<file path="config.mk">
export PLATFORM = sky130hd
export DESIGN_NAME = resp_reply_stream_parser_unit_flat
export DESIGN_NICKNAME = d
export VERILOG_FILES = /design/src/rtl/rrsp_pkg.sv /design/src/rtl/rrsp_if.sv /design/src/rtl/rrsp_classify.sv /design/src/rtl/rrsp_fifo.sv /design/src/rtl/rrsp_parser.sv /design/src/rtl/resp_reply_stream_parser_unit.sv /design/src/flat_wrapper.sv
export SDC_FILE = /design/constraint.sdc
export NUM_CORES = 1
export LEC_CHECK = 0
export BUFFER_PORTS_ARGS = -buffer_cell sky130_fd_sc_hd__buf_4
export CORE_ASPECT_RATIO = 0.9
export CORE_MARGIN = 2
export CORE_UTILIZATION = 45
export DETAILED_ROUTE_END_ITERATION = 7
export GPL_TIMING_DRIVEN = 0
export PLACE_DENSITY_LB_ADDON = 0.15
export SLEW_MARGIN = 20
export SYNTH_ARGS = -nofsm -noshare
export SYNTH_HDL_FRONTEND = slang
export SYNTH_SLANG_ARGS = --single-unit
export TNS_END_PERCENT = 1
</file>
<file path="constraint.sdc">
create_clock -name clk -period 43.1 [get_ports clk]
set_clock_uncertainty 0.2 [all_clocks]
set_input_delay 2.155 -clock clk [delete_from_list [all_inputs] [get_ports clk]]
set_output_delay 2.155 -clock clk [all_outputs]
set_load 0.01 [all_outputs]
</file>
<file path="src/rtl/rrsp_pkg.sv">
// ---------------------------------------------------------------------------
// rrsp_pkg
// Shared types and constants for the reply stream parser: byte classes,
// parser phases, reply type and event codes, and the queue word.
// ---------------------------------------------------------------------------
package rrsp_pkg;

	localparam int LEN_BITS_DEF = 32;
	localparam int QDEPTH       = 2;
	localparam int QPTR_W       = $clog2(QDEPTH);
	localparam int QCNT_W       = $clog2(QDEPTH + 1);

	localparam logic [7:0] CH_PLUS   = 8'h2B;
	localparam logic [7:0] CH_MINUS  = 8'h2D;
	localparam logic [7:0] CH_COLON  = 8'h3A;
	localparam logic [7:0] CH_DOLLAR = 8'h24;
	localparam logic [7:0] CH_STAR   = 8'h2A;
	localparam logic [7:0] CH_CR     = 8'h0D;
	localparam logic [7:0] CH_LF     = 8'h0A;
	localparam logic [7:0] CH_ZERO   = 8'h30;
	localparam logic [7:0] CH_NINE   = 8'h39;

	typedef enum logic [3:0] {
		CLS_DIGIT,
		CLS_CR,
		CLS_LF,
		CLS_PLUS,
		CLS_MINUS,
		CLS_COLON,
		CLS_DOLLAR,
		CLS_STAR,
		CLS_OTHER
	} cls_t;

	typedef enum logic [3:0] {
		PH_TYPE,
		PH_LINE,
		PH_NUMFIRST,
		PH_NUM,
		PH_NUMLF,
		PH_DATA,
		PH_SKIP,
		PH_ELEMHDR,
		PH_SKIPLF
	} phase_t;

	typedef enum logic [2:0] {
		RT_STRING,
		RT_ERROR,
		RT_INTEGER,
		RT_BULK,
		RT_LIST,
		RT_UNKNOWN
	} rtype_t;

	typedef enum logic [2:0] {
		EV_LIST_HDR,
		EV_VALUE,
		EV_NULL,
		EV_EMPTY,
		EV_UNKNOWN
	} event_t;

	typedef struct packed {
		logic [7:0] data;
		cls_t       cls;
	} rrsp_word_t;

endpackage

</file>
<file path="src/rtl/rrsp_if.sv">
// ---------------------------------------------------------------------------
// rrsp_if
// Valid/ready channels for the incoming byte stream and the parsed results.
// ---------------------------------------------------------------------------
interface rrsp_rx_if;
	logic       valid;
	logic       ready;
	logic [7:0] rx_byte;

	modport source (output valid, output rx_byte, input ready);
	modport sink (input valid, input rx_byte, output ready);
endinterface

interface rrsp_reply_if;
	logic               valid;
	logic               ready;
	logic [2:0]         reply_type;
	logic [2:0]         event_res;
	logic [7:0]         value_byte;
	logic signed [31:0] element_count;
	logic [30:0]        element_index;
	logic               last_of_value;
	logic               last_of_reply;

	modport source (
		output valid, output reply_type, output event_res, output value_byte,
		output element_count, output element_index, output last_of_value,
		output last_of_reply, input ready
	);
	modport sink (
		input valid, input reply_type, input event_res, input value_byte,
		input element_count, input element_index, input last_of_value,
		input last_of_reply, output ready
	);
endinterface

</file>
<file path="src/rtl/rrsp_classify.sv">
// ---------------------------------------------------------------------------
// rrsp_classify
// Front end: accepts stream bytes and tags each word with its byte class.
// ---------------------------------------------------------------------------
module rrsp_classify
	import rrsp_pkg::*;
(
	rrsp_rx_if.sink    rx,
	output logic       push_valid,
	input  logic       push_ready,
	output rrsp_word_t push_word
);

	cls_t cls;

	always_comb begin
		if (rx.rx_byte >= CH_ZERO && rx.rx_byte <= CH_NINE) begin
			cls = CLS_DIGIT;
		end else begin
			unique case (rx.rx_byte)
				CH_CR:     cls = CLS_CR;
				CH_LF:     cls = CLS_LF;
				CH_PLUS:   cls = CLS_PLUS;
				CH_MINUS:  cls = CLS_MINUS;
				CH_COLON:  cls = CLS_COLON;
				CH_DOLLAR: cls = CLS_DOLLAR;
				CH_STAR:   cls = CLS_STAR;
				default:   cls = CLS_OTHER;
			endcase
		end
	end

	assign push_valid     = rx.valid;
	assign rx.ready       = push_ready;
	assign push_word.data = rx.rx_byte;
	assign push_word.cls  = cls;

endmodule

</file>
<file path="src/rtl/rrsp_fifo.sv">
// ---------------------------------------------------------------------------
// rrsp_fifo
// Short word queue between the classifier and the parser.
// ---------------------------------------------------------------------------
module rrsp_fifo
	import rrsp_pkg::*;
(
	input  logic       clk,
	input  logic       arst_n,
	input  logic       push_valid,
	output logic       push_ready,
	input  rrsp_word_t push_word,
	output logic       pop_valid,
	input  logic       pop_ready,
	output rrsp_word_t pop_word
);

	rrsp_word_t         mem_q [QDEPTH];
	logic [QPTR_W-1:0]  wr_ptr_q;
	logic [QPTR_W-1:0]  rd_ptr_q;
	logic [QCNT_W-1:0]  count_q;
	logic               push;
	logic               pop;

	assign push_ready = (count_q != QCNT_W'(QDEPTH));
	assign pop_valid  = (count_q != '0);
	assign pop_word   = mem_q[rd_ptr_q];
	assign push       = push_valid && push_ready;
	assign pop        = pop_valid && pop_ready;

	always_ff @(posedge clk) begin
		if (push) begin
			mem_q[wr_ptr_q] <= push_word;
		end
	end

	always_ff @(posedge clk or negedge arst_n) begin
		if (!arst_n) begin
			wr_ptr_q <= '0;
			rd_ptr_q <= '0;
			count_q  <= '0;
		end else begin
			if (push) begin
				wr_ptr_q <= (wr_ptr_q == QPTR_W'(QDEPTH - 1)) ? '0 : wr_ptr_q + 1'b1;
			end
			if (pop) begin
				rd_ptr_q <= (rd_ptr_q == QPTR_W'(QDEPTH - 1)) ? '0 : rd_ptr_q + 1'b1;
			end
			if (push && !pop) begin
				count_q <= count_q + 1'b1;
			end else if (pop && !push) begin
				count_q <= count_q - 1'b1;
			end
		end
	end

endmodule

</file>
<file path="src/rtl/rrsp_parser.sv">
// ---------------------------------------------------------------------------
// rrsp_parser
// Back end: reply framing state machine with a registered result stage.
// ---------------------------------------------------------------------------
module rrsp_parser
	import rrsp_pkg::*;
#(
	parameter int LEN_BITS = LEN_BITS_DEF
) (
	input  logic         clk,
	input  logic         arst_n,
	input  logic         pop_valid,
	output logic         pop_ready,
	input  rrsp_word_t   pop_word,
	rrsp_reply_if.source reply
);

	localparam int NB = (LEN_BITS > 32) ? 32 : LEN_BITS;
	localparam int NW = NB - 1;

	phase_t        phase_q, phase_n;
	rtype_t        type_q, type_n;
	logic [NW-1:0] acc_q, acc_n;
	logic          neg_q, neg_n;
	logic          malf_q, malf_n;
	logic [NW-1:0] left_q, left_n;
	logic [NW-1:0] cnt_q, cnt_n;
	logic [NW-1:0] bytes_q, bytes_n;
	logic [1:0]    skip_q, skip_n;
	logic [7:0]    held_q, held_n;
	logic          held_v_q, held_v_n;

	logic          emit;
	rtype_t        r_type;
	event_t        r_event;
	logic [7:0]    r_byte;
	logic [31:0]   r_count;
	logic [NW-1:0] r_index;
	logic          r_lov;
	logic          r_lor;

	logic          out_valid_q;
	logic          advance;
	logic          in_list;
	logic [NW+3:0] acc_x10;
	logic [NW-1:0] acc_sat;
	logic [NW-1:0] left_dec;
	logic [NW-1:0] bytes_dec;
	logic [1:0]    skip_dec;
	logic          last_elem;

	assign advance   = pop_valid && (!out_valid_q || reply.ready);
	assign pop_ready = !out_valid_q || reply.ready;
	assign in_list   = (type_q == RT_LIST);
	assign acc_x10   = ({4'd0, acc_q} << 3) + ({4'd0, acc_q} << 1)
		+ (NW+4)'(pop_word.data[3:0]);
	assign acc_sat   = (acc_x10[NW+3:NW] != '0) ? '1 : acc_x10[NW-1:0];
	assign left_dec  = (left_q != '0) ? left_q - 1'b1 : left_q;
	assign bytes_dec = (bytes_q != '0) ? bytes_q - 1'b1 : bytes_q;
	assign skip_dec  = (skip_q != '0) ? skip_q - 1'b1 : skip_q;
	assign last_elem = (left_q <= NW'(1));

	always_comb begin
		phase_n  = phase_q;
		type_n   = type_q;
		acc_n    = acc_q;
		neg_n    = neg_q;
		malf_n   = malf_q;
		left_n   = left_q;
		cnt_n    = cnt_q;
		bytes_n  = bytes_q;
		skip_n   = skip_q;
		held_n   = held_q;
		held_v_n = held_v_q;
		emit     = 1'b0;
		r_type   = type_q;
		r_event  = EV_VALUE;
		r_byte   = '0;
		r_count  = '0;
		r_index  = '0;
		r_lov    = 1'b0;
		r_lor    = 1'b0;
		unique case (phase_q)
			PH_TYPE: begin
				left_n   = '0;
				cnt_n    = '0;
				held_v_n = 1'b0;
				case (pop_word.cls) inside
					CLS_PLUS, CLS_MINUS, CLS_COLON: begin
						type_n  = (pop_word.cls == CLS_PLUS) ? RT_STRING :
							(pop_word.cls == CLS_MINUS) ? RT_ERROR : RT_INTEGER;
						phase_n = PH_LINE;
					end
					CLS_DOLLAR, CLS_STAR: begin
						type_n  = (pop_word.cls == CLS_DOLLAR) ? RT_BULK : RT_LIST;
						acc_n   = '0;
						neg_n   = 1'b0;
						malf_n  = 1'b0;
						phase_n = PH_NUMFIRST;
					end
					default: begin
						type_n  = RT_UNKNOWN;
						phase_n = (pop_word.cls == CLS_LF) ? PH_TYPE : PH_SKIPLF;
						emit    = 1'b1;
						r_type  = RT_UNKNOWN;
						r_event = EV_UNKNOWN;
						r_lov   = 1'b1;
						r_lor   = 1'b1;
					end
				endcase
			end
			PH_LINE: begin
				if (pop_word.cls == CLS_CR) begin
					skip_n   = 2'd1;
					phase_n  = PH_SKIP;
					held_v_n = 1'b0;
					emit     = 1'b1;
					r_event  = held_v_q ? EV_VALUE : EV_EMPTY;
					r_byte   = held_v_q ? held_q : 8'd0;
					r_lov    = 1'b1;
					r_lor    = 1'b1;
				end else begin
					held_n   = pop_word.data;
					held_v_n = 1'b1;
					emit     = held_v_q;
					r_event  = EV_VALUE;
					r_byte   = held_q;
				end
			end
			PH_NUMFIRST, PH_NUM: begin
				phase_n = PH_NUM;
				if (pop_word.cls == CLS_CR) begin
					if (malf_q || (neg_q && acc_q != NW'(1))) begin
						acc_n = '0;
						neg_n = 1'b0;
					end
					phase_n = PH_NUMLF;
				end else if (pop_word.cls == CLS_DIGIT) begin
					acc_n = acc_sat;
				end else if (pop_word.cls == CLS_MINUS && phase_q == PH_NUMFIRST) begin
					neg_n = 1'b1;
				end else begin
					malf_n = 1'b1;
				end
			end
			PH_NUMLF: begin
				if (in_list && left_q == '0) begin
					emit    = 1'b1;
					r_type  = RT_LIST;
					r_event = EV_LIST_HDR;
					r_lov   = 1'b1;
					if (neg_q) begin
						phase_n = PH_TYPE;
						r_count = '1;
						r_lor   = 1'b1;
					end else if (acc_q == '0) begin
						phase_n = PH_TYPE;
						r_lor   = 1'b1;
					end else begin
						left_n  = acc_q;
						cnt_n   = '0;
						phase_n = PH_ELEMHDR;
						r_count = 32'(acc_q);
					end
				end else if (neg_q || acc_q == '0) begin
					emit    = 1'b1;
					r_event = neg_q ? EV_NULL : EV_EMPTY;
					r_index = in_list ? cnt_q : '0;
					r_lov   = 1'b1;
					r_lor   = in_list ? last_elem : 1'b1;
					if (in_list) begin
						left_n = left_dec;
						cnt_n  = cnt_q + 1'b1;
					end
					if (neg_q) begin
						phase_n = (in_list && left_dec != '0) ? PH_ELEMHDR : PH_TYPE;
					end else begin
						skip_n  = 2'd2;
						phase_n = PH_SKIP;
					end
				end else begin
					bytes_n = acc_q;
					phase_n = PH_DATA;
				end
			end
			PH_DATA: begin
				bytes_n = bytes_dec;
				emit    = 1'b1;
				r_event = EV_VALUE;
				r_byte  = pop_word.data;
				r_index = in_list ? cnt_q : '0;
				if (bytes_dec == '0) begin
					r_lov   = 1'b1;
					r_lor   = in_list ? last_elem : 1'b1;
					skip_n  = 2'd2;
					phase_n = PH_SKIP;
					if (in_list) begin
						left_n = left_dec;
						cnt_n  = cnt_q + 1'b1;
					end
				end
			end
			PH_SKIP: begin
				skip_n = skip_dec;
				if (skip_dec == '0) begin
					phase_n = (in_list && left_q != '0) ? PH_ELEMHDR : PH_TYPE;
				end
			end
			PH_ELEMHDR: begin
				acc_n   = '0;
				neg_n   = 1'b0;
				malf_n  = 1'b0;
				phase_n = PH_NUMFIRST;
			end
			PH_SKIPLF: begin
				if (pop_word.cls == CLS_LF) begin
					phase_n = PH_TYPE;
				end
			end
			default: begin
				phase_n = PH_TYPE;
			end
		endcase
	end

	always_ff @(posedge clk or negedge arst_n) begin
		if (!arst_n) begin
			phase_q     <= PH_TYPE;
			type_q      <= RT_STRING;
			acc_q       <= '0;
			neg_q       <= 1'b0;
			malf_q      <= 1'b0;
			left_q      <= '0;
			cnt_q       <= '0;
			bytes_q     <= '0;
			skip_q      <= '0;
			held_q      <= '0;
			held_v_q    <= 1'b0;
			out_valid_q <= 1'b0;
		end else begin
			if (advance) begin
				phase_q     <= phase_n;
				type_q      <= type_n;
				acc_q       <= acc_n;
				neg_q       <= neg_n;
				malf_q      <= malf_n;
				left_q      <= left_n;
				cnt_q       <= cnt_n;
				bytes_q     <= bytes_n;
				skip_q      <= skip_n;
				held_q      <= held_n;
				held_v_q    <= held_v_n;
				out_valid_q <= emit;
			end else if (reply.ready) begin
				out_valid_q <= 1'b0;
			end
		end
	end

	always_ff @(posedge clk) begin
		if (advance && emit) begin
			reply.reply_type    <= r_type;
			reply.event_res     <= r_event;
			reply.value_byte    <= r_byte;
			reply.element_count <= r_count;
			reply.element_index <= 31'(r_index);
			reply.last_of_value <= r_lov;
			reply.last_of_reply <= r_lor;
		end
	end

	assign reply.valid = out_valid_q;

	a_lor_implies_lov: assert property (@(posedge clk) disable iff (!arst_n)
		out_valid_q && reply.last_of_reply |-> reply.last_of_value)
		else $error("reply end without value end");

	a_unknown_type: assert property (@(posedge clk) disable iff (!arst_n)
		out_valid_q && reply.event_res == EV_UNKNOWN |-> reply.reply_type == RT_UNKNOWN)
		else $error("unrecognized event with a known type");

	a_byte_only_on_value: assert property (@(posedge clk) disable iff (!arst_n)
		out_valid_q && reply.value_byte != 8'd0 |-> reply.event_res == EV_VALUE)
		else $error("value byte on a non-value event");

	a_count_only_on_header: assert property (@(posedge clk) disable iff (!arst_n)
		out_valid_q && reply.element_count != 32'sd0 |-> reply.event_res == EV_LIST_HDR)
		else $error("element count outside a list header");

	a_data_nonempty: assert property (@(posedge clk) disable iff (!arst_n)
		phase_q == PH_DATA |-> bytes_q != '0)
		else $error("data phase with no bytes left");

endmodule

</file>
<file path="src/rtl/resp_reply_stream_parser_unit.sv">
// ---------------------------------------------------------------------------
// resp_reply_stream_parser_unit
// Path: a byte that is accepted is held in the word queue, and the result that it
// causes is then captured in the parser's result register, where it waits
// until the sink takes it.
// Throughput: one byte per cycle, stalled while a result waits on reply.ready.
// Reset: arst_n clears all control state asynchronously; no clearing pass.
// ---------------------------------------------------------------------------
module resp_reply_stream_parser_unit
	import rrsp_pkg::*;
#(
	parameter int LEN_BITS = LEN_BITS_DEF
) (
	input  logic         clk,
	input  logic         arst_n,
	rrsp_rx_if.sink      rx,
	rrsp_reply_if.source reply
);

	logic       push_valid;
	logic       push_ready;
	rrsp_word_t push_word;
	logic       pop_valid;
	logic       pop_ready;
	rrsp_word_t pop_word;

	rrsp_classify u_classify (
		.rx         (rx),
		.push_valid (push_valid),
		.push_ready (push_ready),
		.push_word  (push_word)
	);

	rrsp_fifo u_fifo (
		.clk        (clk),
		.arst_n     (arst_n),
		.push_valid (push_valid),
		.push_ready (push_ready),
		.push_word  (push_word),
		.pop_valid  (pop_valid),
		.pop_ready  (pop_ready),
		.pop_word   (pop_word)
	);

	rrsp_parser #(
		.LEN_BITS (LEN_BITS)
	) u_parser (
		.clk       (clk),
		.arst_n    (arst_n),
		.pop_valid (pop_valid),
		.pop_ready (pop_ready),
		.pop_word  (pop_word),
		.reply     (reply)
	);

endmodule
</file>
<file path="src/flat_wrapper.sv">
// flat-port wrapper written by rule: the top's interface ports become plain ports
module resp_reply_stream_parser_unit_flat import rrsp_pkg::*;
#(
	parameter int LEN_BITS = LEN_BITS_DEF
)
  (clk, arst_n, rx_valid, rx_rx_byte, rx_ready, reply_valid, reply_reply_type, reply_event_res, reply_value_byte, reply_element_count, reply_element_index, reply_last_of_value, reply_last_of_reply, reply_ready);
  rrsp_rx_if rx_i ();
  rrsp_reply_if reply_i ();
  input  logic clk;
  input  logic arst_n;
  input wire logic [$bits(rx_i.valid)-1:0] rx_valid;
  input wire logic [$bits(rx_i.rx_byte)-1:0] rx_rx_byte;
  output wire logic [$bits(rx_i.ready)-1:0] rx_ready;
  output wire logic [$bits(reply_i.valid)-1:0] reply_valid;
  output wire logic [$bits(reply_i.reply_type)-1:0] reply_reply_type;
  output wire logic [$bits(reply_i.event_res)-1:0] reply_event_res;
  output wire logic [$bits(reply_i.value_byte)-1:0] reply_value_byte;
  output wire logic [$bits(reply_i.element_count)-1:0] reply_element_count;
  output wire logic [$bits(reply_i.element_index)-1:0] reply_element_index;
  output wire logic [$bits(reply_i.last_of_value)-1:0] reply_last_of_value;
  output wire logic [$bits(reply_i.last_of_reply)-1:0] reply_last_of_reply;
  input wire logic [$bits(reply_i.ready)-1:0] reply_ready;
  assign rx_i.valid = rx_valid;
  assign rx_i.rx_byte = rx_rx_byte;
  assign rx_ready = rx_i.ready;
  assign reply_valid = reply_i.valid;
  assign reply_reply_type = reply_i.reply_type;
  assign reply_event_res = reply_i.event_res;
  assign reply_value_byte = reply_i.value_byte;
  assign reply_element_count = reply_i.element_count;
  assign reply_element_index = reply_i.element_index;
  assign reply_last_of_value = reply_i.last_of_value;
  assign reply_last_of_reply = reply_i.last_of_reply;
  assign reply_i.ready = reply_ready;
  resp_reply_stream_parser_unit #(.LEN_BITS(LEN_BITS)) u_core (.clk(clk), .arst_n(arst_n), .rx(rx_i), .reply(reply_i));
endmodule
</file>
After elaboration in Yosys (flattened, before gate mapping)
Memory sizes are Yosys's and may differ from the RTL's. Cells that the tools add are included. Widths: inputs -> output; s select.

Bits in registers: 228. Latch bits: 0. RAM bits: 24. Bits in read-only memories: 0. Input port bits: 12. Output and inout bits: 81. Word-level logic and storage cells: 246. Memories kept: 1.

Add/sub/neg operators: 10. Multiply operators: 0. Div/mod/pow operators: 0. Order comparisons: 3. Equal/unequal tests: 45. Shifts and indexed selects: 0. Multiplexer cells: 114. Bitwise logic cells: 1. Reduce and logical (&&, ||, !) cells: 50.

Memories: u_core.u_fifo.mem_q (depth 2, bits a word 12, rd ports 1, clocked after memory_dff 0, wr ports 1, RTL line rrsp_fifo.sv:18) `rrsp_word_t mem_q [QDEPTH];`.

Operator list (count): $mux 31 (26); $pmux 31 s3 (3); $pmux 31 s2 (2); $logic_not 31->1 (3); $reduce_bool 31->1 (3); $sub 31x1->31 const B (2); $mux 3 (14); $eq 8x6->1 const B (5); $mux 4 (10); $add 34x32->35 (1); $add 35x4->35 (1); $eq 4x3->1 const B (8); $mux 32 (1); $pmux 4 s8 (1); $add 31x1->31 const B (1); $le 31x1->1 const B (1); $ne 31x1->1 const B (1); $mux 1 (30); $mux 2 (14); $pmux 4 s7 (1); $ne 2x2->1 const B (13); $ne 3x3->1 const B (7); $reduce_and 7->1 (3); $eq 4x2->1 const B (4); other kinds (34) (68).

Longest topological paths before layout
Gate-level depths: netlist of the first run.

Word-level depth: 9. Depth in mapped cells: 16. Depth with buffers taken out: 13.

By module
Synthesis of the first run repeated with hierarchy kept, for this count alone.

Cell total of the unflattened synthesis: 1711. Area total of the unflattened synthesis: 15750.1 um^2.

By module, submodules not included: rrsp_parser (instances 1, cells each 1617, area each 14426.3 um^2, sequential area each 6000.8 um^2); rrsp_fifo (instances 1, cells each 55, area each 1078.5 um^2, sequential area each 820.8 um^2); rrsp_classify (instances 1, cells each 39, area each 245.2 um^2, sequential area each 0.0 um^2).

Least setup slack after synthesis of the first run
Ideal clock, no wire load.

Path type: in2reg. Start: input reply_ready. End: register u_core.u_parser.reply.element_count[0] (enable). Setup time: 945 ps. Data arrival time: 15078 ps. Required time: 41955 ps. Path slack: 26877 ps. Stages: 5. Path buffers: 0. Cell sequence: inv_1 nand2_1 o21a_1 clkinv_1 a2111oi_0.

Word-level cells in the longest chain between the ends: 3.

Ends and longest elaborated chain: from (decl) (RTL line flat_wrapper.sv:22) `input wire logic [$bits(reply_i.ready)-1:0] reply_ready;`; $logic_or 1x1->1 (RTL line rrsp_parser.sv:52) `assign advance = pop_valid && (!out_valid_q || reply.ready);`; $logic_and 1x1->1 (RTL line rrsp_parser.sv:52); $logic_and 1x1->1 (RTL line rrsp_parser.sv:261) `if (advance && emit) begin`; to (signal assigned) (RTL line rrsp_parser.sv:265) `reply.element_count <= r_count;`; to (decl) (RTL line rrsp_if.sv:27) `output element_count, output element_index, output last_of_value,`.

No other way between the ends. A chain may end at the register's enable or synchronous reset.

Worst setup path after layout of the first run
Start: register u_core.u_parser.left_q[2]. End: register u_core.u_parser.reply.element_count[20] (enable).

Word-level cells in the longest chain between the ends: 5.

Ends and longest elaborated chain: from (decl) (RTL line rrsp_parser.sv:26) `logic [NW-1:0] left_q, left_n;`; from (signal assigned) (RTL line rrsp_parser.sv:247) `left_q <= left_n;`; $logic_not 31->1 (RTL line rrsp_parser.sv:147) `if (in_list && left_q == '0) begin`; $logic_and 1x1->1 (RTL line rrsp_parser.sv:147); $mux 1 (RTL line rrsp_parser.sv:147); $pmux 1 s4 (RTL line rrsp_parser.sv:83) `unique case (phase_q)`; $logic_and 1x1->1 (RTL line rrsp_parser.sv:261).

No other way between the ends.

==> impl_results.md, run 1 <==
- Post-CTS Setup Bufs: 0
- 1st-iter DRT viols: 1,257
- Power Dens Cells: 66.0 nW/µm²
- Hpwl dp: 32,900 µm
- EDFF count, synth: between 100 and 150
- Post-route cell area: 17,300 µm²
- Global-route wire length before repair: 72,200 µm
- Sw power: roughly 0.5 mW
- Clk buf depth: 3
- Final Hold Viols: 0
- Clock root cell: clkbuf_16
- Vias in the first global route: about 13,000
- Hold Path Origin: u_core.u_parser.held_q[5]
- Syn_nets: 1,726
- Die width: 196 µm
- Post_cts resized: 0
- CTS tree: done
- Top-count cell post-synth: nor2_1
- RSZ-0062 raised after global routing: false
- Initial antenna violation count: 0
- Net Sw Frac: 0.436
- Util after Layout: 0.526
- Avg WL per Cell: 20.5 µm
- Final Max Tran Viols: 0
- Total iterations of the first detailed-routing run: 6
- Largest net degree at the start of global routing: 81
- CP Launch Type: flip-flop
- PnR worst setup slack: 36.81 ns
- FF-to-FF path depth: 20
- DRC Markers: 0
- DR vias: 13,590
- Final Setup Violations: 0
- FF-to-FF Start: u_core.u_parser.left_q[2]
- Yosys top cell area share: 0.249
- Crit path DAT: 6.38 ns
- Commonest cells in the netlist: nor2_1 (208), a21oi_1 (194), o21ai_0 (155), dfrtp_1 (149), nand2_1 (118)
- Int Power: 0.643 mW
- Outcome: finished clean
- Post-Layout Cell Count: 2,228
- DP Area: 16,400 µm²
- WHS: approximately 0.29 ns
- I/O pin cnt: 93
- Worst Setup End Kind: flip-flop
- Maximum clock rate: 0.159 GHz
- Synthesis-to-layout area growth: 15.2%
- Global-route usage over all layers: 0.263
- Min cycle time layout: 6.29 ns
- Clk slew on worst S/H paths: 0.07 ns
- CP Launch Point: u_core.u_parser.left_q[2]
- Pre-CTS setup slack: 36.70 ns
- Cells after synthesis: 1,643
- Synthesized flop and latch total: about 250
- Logic pwr share: 0.445
- Mapped Avg Cell Area: 9.13 µm²
- Leak: roughly 7 nW
- # hold bufs at CTS: 0
- Initial core utilization: 0.456
- PortBufs: 92
- Main synth FF type: dfrtp_1
- Vias per inst: 6.10
- HP Class: reg -> reg
- Max-Cap Viols: 0
- RR Endpoint: u_core.u_parser.reply.element_count[20]
- Clock power share: 0.214
- Share of cells above drive strength 1: 0.110
- Sequential power share: 0.342
- Worst rel slew slack: 0.240
- Die ar.: 34,800 µm²
- Die height: about 180 µm
- Site Rows: 63
- Worst-skew pair later-pin latency: 0.58 ns
- CTS buffer count: 29
- Routed WL: 45,700 µm
- Top post-synthesis cells by area: dfrtp_1 (25%), edfxtp_1 (21%), a21oi_1 (6.5%), ha_1 (5.8%), nor2_1 (5.2%)
- Register area share after synthesis: 0.455
- WS Path Type: reg -> reg
- CP max FO: 10
- Core Region: between 30,000 and 40,000 µm²
- Placed insts: 2,174
- Crit path to: u_core.u_parser.reply.element_count[20]
- Fin Setup TNS: 0 ns
- Gr ovfl total: 0
- Async set or reset register ratio after synthesis: 0.591
- Final Cycle Share: 0.146
- Post-Syn Area: 15,000 µm²
- Yosys warns: 0
- Least-Margin Pin Slew: 1.13 ns
- Final net count: 1,866
- Peak supply drop: roughly 0.000034 V
- H-tree levels: 1
- CTS sink count: 252
- Synth unique cells: 81
- Post-route ant nets: 0
- Fillers: roughly 3,000
- Area leader, netlist: dfrtp_1
- RePlAce Congestion: 0.912
- Reg2reg setup slack: approximately 37 ns
- Total power: 1.14 mW
- N_diodes: 0
- Data required, critical path: 43.19 ns
worst max-delay path: stages, from the launching register on:
cell       delay (ns)
dfrtp_1          0.36
clkbuf_1         0.23
nor4_1           0.91
and3_1           0.34
and4_1           0.18
clkbuf_1         0.34
nand2_1          0.27
a21oi_1          0.21
nor3_1           0.09
a2111oi_2        0.57
buf_4            0.27
buf_2            0.20
buf_4            0.17
buf_2            0.19
buf_2            0.23
buf_2            0.21
buf_2            0.21
buf_2            0.21
buf_2            0.21
buf_2            0.22
buf_4            0.17
metal layers:
metal,vias to the layer above,global-route usage,wire (µm)
li1,6402,-,-
met1,6652,0.384,21600
met2,443,0.401,19800
met3,93,0.0417,2840
met4,0,0.0786,1440
met5,-,0,0
worst min path at each step:
stage | cells past startpoint | endpoint | slack [ns]
floorplan | 2 | u_core.u_parser.held_q[0] | 0.25
global placement | 2 | u_core.u_parser.held_q[6] | 0.26
detailed placement | 2 | u_core.u_parser.held_q[4] | 0.28
CTS | 2 | u_core.u_parser.held_q[4] | 0.29
global route | 1 | u_core.u_fifo.wr_ptr_q | 0.31
finish | 2 | u_core.u_parser.held_q[5] | 0.29
cell families (layout without fill, tap and decap cells):
kind of cell	count (synthesis)	count (layout)	synth area share
buffers and inverters	118	281	0.0309
multiplexers	21	21	0.0148
adder cells (fa/ha/maj)	71	71	0.0602
flip-flops	252	252	0.455
XOR/XNOR	42	42	0.0245
AND/OR/NAND/NOR	608	608	0.201
AO/OA/AOI/OAI	531	531	0.213
state kept, by name (all words and copies together) (netlist names), 3 cells and up:
register,flops
u_core.u_fifo.mem_q,24
u_core.u_parser.acc_q,31
u_core.u_parser.bytes_q,31
u_core.u_parser.cnt_q,31
u_core.u_parser.held_q,8
u_core.u_parser.left_q,31
u_core.u_parser.phase_q,4
u_core.u_parser.reply.element_count,32
u_core.u_parser.reply.element_index,31
u_core.u_parser.reply.event_res,3
u_core.u_parser.reply.reply_type,3
u_core.u_parser.reply.value_byte,8
u_core.u_parser.type_q,3
power groups by stage:
stage	clock network [mW]	registers (mW)	logic [mW]
finish	0.244	0.390	0.507
global route	0.258	0.397	0.561
CTS	0.248	0.389	0.503
detailed placement	0	0.393	0.500
global placement	0	0.412	0.487
floorplan	0	0.392	0.326
placed cells by master, fill, tap and decap left out, types with 8 or more instances in the layout:
cell type,count
ha_1,69
mux2i_1,12
a21oi_1,194
nand2_1,118
edfxtp_1,103
a22o_1,8
o2bb2ai_1,13
buf_4,95
o211ai_1,8
a31oi_1,11
o21a_1,8
nor2_1,208
xnor2_1,20
clkbuf_16,29
inv_1,38
o31ai_1,25
buf_2,20
or4_1,19
nor3_1,48
nand4_1,16
or3_1,12
nand2b_1,16
clkinv_2,10
nand3_1,42
and2_1,45
xor2_1,22
a22oi_1,13
and3_1,20
o21ai_0,155
clkbuf_1,75
mux2_2,9
a21o_1,19
nor4_1,31
dfrtp_1,149
cell type report:
cell class	instances	area (µm²)	share of cell area
clock buffer	36	772	0.0447
timing repair buffer	109	813	0.0470
multi-input combinational	1273	7730	0.447
inverter	39	146	0.00847
tap	422	528	0.0305
sequential	252	6820	0.395
buffer	79	317	0.0183
clock inverter	18	159	0.00919
Power figures use the tool's default switching activity.
==> run 2: changes to the inputs <==
==> constraint.sdc (replaced) <==
create_clock -name clk -period 5.5 [get_ports clk]
set_clock_uncertainty 0.2 [all_clocks]
set_input_delay 0.275 -clock clk [delete_from_list [all_inputs] [get_ports clk]]
set_output_delay 0.275 -clock clk [all_outputs]
set_load 0.01 [all_outputs]
==> run 2 against run 1 <==
First-iteration DRC count decreased by 1.8%. Combinational power increased to 7.9 times the previous value. Worst setup slack got worse by 36 ns. Cell count increased by 0.22%. Power increased to 8.0 times the previous value. Global-route usage about the same. Sequential share of layout area decreased by 0.60 points. Critical path depth decreased by 5. Clock-buffer cell count unchanged. Flip-flop and latch count unchanged. Highest routed layer unchanged.
==> impl_results.md, run 2 (synthesis gave the netlist of run 1 again) <==
- Hpwl dp: 33,000 µm (was 32,900 µm)
- Crit path to: u_core.u_parser.acc_q[26] (was u_core.u_parser.reply.element_count[20])
- CTS tree: done (unchanged)
- I/O pin cnt: 93 (unchanged)
- Largest Register: u_core.u_parser.reply.element_count (unchanged)
- CTS buffer count: 29 (unchanged)
- Peak supply drop: 0.000247 V (was 0.0000339 V)
- Final Setup Violations: 0 (unchanged)
- 1st-iter DRT viols: 1,235 (was 1,257)
- HP Class: in -> async (was reg -> reg)
- H-tree levels: 1 (unchanged)
- Fillers: 3,011 (was 3,032)
- Worst rel slew slack: 0.205 (was 0.240)
- Initial antenna violation count: 0 (unchanged)
- Core Region: 32,900 µm² (unchanged)
- Die width: 196 µm (unchanged)
- DRC Markers: 0 (unchanged)
- N_diodes: 0 (unchanged)
- Met2 wire len: 20,200 µm (was 19,800 µm)
- Max-Cap Viols: 0 (unchanged)
- CP Launch Type: flip-flop (unchanged)
- Vias in the first global route: 12,632 (was 12,843)
- Total iterations of the first detailed-routing run: 5 (was 6)
- Crit path DAT: 5.37 ns (was 6.38 ns)
- Leak: 7.20 nW (was 7.13 nW)
- CTS sink count: 252 (unchanged)
- Global-route wire length before repair: 72,200 µm (about the same)
- RR Endpoint: u_core.u_parser.acc_q[26] (was u_core.u_parser.reply.element_count[20])
- Fin Setup TNS: 0 ns (unchanged)
- RSZ-0062 raised after global routing: false (unchanged)
- Commonest cells after routing, fill and taps aside: nor2_1 (208), a21oi_1 (194), o21ai_0 (155) (unchanged)
- Most common cell after layout, fill and taps aside: nor2_1 (unchanged)
- CP max FO: 10 (unchanged)
- Die height: 177 µm (unchanged)
- RePlAce Congestion: 0.900 (was 0.912)
- Reg2reg setup slack: 0.35 ns (was 36.81 ns)
- DP Area: 16,400 µm² (about the same)
- Gr ovfl total: 0 (unchanged)
- Post-route ant nets: 0 (unchanged)
- Die ar.: 34,800 µm² (unchanged)
- Post-CTS Setup Bufs: 0 (unchanged)
- FF-to-FF Start: u_core.u_fifo.rd_ptr_q (was u_core.u_parser.left_q[2])
- PortBufs: 92 (unchanged)
- Clock root cell: clkbuf_16 (unchanged)
- Outcome: finished clean (unchanged)
- Total power: 9.11 mW (was 1.14 mW)
- Clk buf depth: 3 (unchanged)
- Synthesis-to-layout area growth: 17.0% (was 15.2%)
- Post-route cell area: 17,600 µm² (was 17,300 µm²)
- Clk slew on worst S/H paths: 0.06 ns (was 0.07 ns)
- Worst-skew pair later-pin latency: 0.56 ns (was 0.58 ns)
- Global-route usage over all layers: 0.263 (about the same)
- Share of cells above drive strength 1: 0.109 (was 0.110)
- Largest net degree at the start of global routing: 62 (was 81)
- Multi-input combinational cell area: 7770 µm² (was 7730 µm²)
- Placed insts: 2,168 (was 2,174)
- Vias per inst: 6.07 (was 6.10)
- FF-to-FF path depth: 15 (was 20)
- Top layer in use: met4 (unchanged)
- Routed WL: 46,100 µm (was 45,700 µm)
- Initial core utilization: 0.456 (unchanged)
- Final Hold Viols: 0 (unchanged)
- Data required, critical path: 5.71 ns (was 43.19 ns)
- Post-Layout Cell Count: 2,233 (was 2,228)
- Maximum clock rate: 0.194 GHz (was 0.159 GHz)
- Power Dens Cells: 519 nW/µm² (was 66.0 nW/µm²)
- Final Cycle Share: 0.937 (was 0.146)
- WHS: 0.0484 ns (was 0.286 ns)
- Min cycle time layout: 5.15 ns (was 6.29 ns)
- Site Rows: 63 (unchanged)
- DR vias: 13,546 (was 13,590)
- Max reg flops: 32 (unchanged)
- Worst Setup End Kind: flip-flop (unchanged)
- Met1 WL: 21,400 µm (was 21,600 µm)
- Final Max Tran Viols: 0 (unchanged)
- Least-Margin Pin Slew: 1.18 ns (was 1.13 ns)
- Avg WL per Cell: 20.6 µm (was 20.5 µm)
- Met3 routed WL: 3030 µm (was 2840 µm)
- CP Launch Point: u_core.u_fifo.rd_ptr_q (was u_core.u_parser.left_q[2])
- Final net count: 1,872 (was 1,866)
- Register Area: 6820 µm² (unchanged)
- WS Path Type: reg -> reg (unchanged)
==> run 2: worst min-delay path by stage <==
stage	startpoint	end	slack [ns]	cells past startpoint
6_report	arst_n	u_core.u_parser.bytes_q[29]	0.05	3
5_1_grt	arst_n	u_core.u_parser.bytes_q[29]	0.05	3
4_1_cts	arst_n	u_core.u_parser.bytes_q[29]	0.04	3
3_5_place_dp	arst_n	u_core.u_parser.bytes_q[29]	-0.03	1
3_3_place_gp	u_core.u_parser.held_q[6]	u_core.u_parser.held_q[6]	0.26	2
2_1_floorplan	arst_n	u_core.u_fifo.count_q[0]	-0.22	0
==> run 2: metrics by stage <==
| stage | utilization | worst slack [ns] |
|---|---|---|
| finish | 0.534 | 0.345 |
| global route | 0.534 | 0.0179 |
| CTS | 0.534 | 0.0147 |
| detailed placement | 0.499 | -0.376 |
| global placement | 0.495 | -1.56 |
| floorplan | - | 0.0160 |
==> run 2: area by class of cell <==
type,count,area share
inverter,39,0.00834
multi-input combinational,1273,0.443
sequential,252,0.389
clock buffer,36,0.0457
clock inverter,17,0.0111
tap,422,0.0301
timing repair buffer,115,0.0549
buffer,79,0.0184
==> run 2: per-layer routing <==
layer,up-vias,GRT usage
li1,6417,-
met1,6550,0.384
met2,485,0.403
met3,94,0.0404
met5,-,0
met4,0,0.0789
==> run 2: report_power, final <==
| group | switching (mW) | internal (mW) |
|---|---|---|
| logic | 2.57 | 1.45 |
| clock network | 0.811 | 1.22 |
| registers | 0.542 | 2.53 |
| total | 3.92 | 5.19 |
==> run 2: critical path, cell delays in order (launching register included) <==
cell	delay (ns)
dfrtp_1	0.32
clkbuf_1	0.29
buf_2	0.34
mux2_2	0.41
fa_1	0.49
fa_1	0.48
a21oi_1	0.25
o21ai_0	0.18
nand3_1	0.22
a21bo_2	0.17
a31oi_1	0.12
a31o_2	0.32
o311a_1	0.33
nor4_4	0.41
clkbuf_2	0.36
a21oi_1	0.11
==> run 2: timing repair <==
action	CTS	global route
resized for setup	2	8
hold buffers	12	0
endpoints found under the hold margin	112	0
setup endpoints to repair	30	30
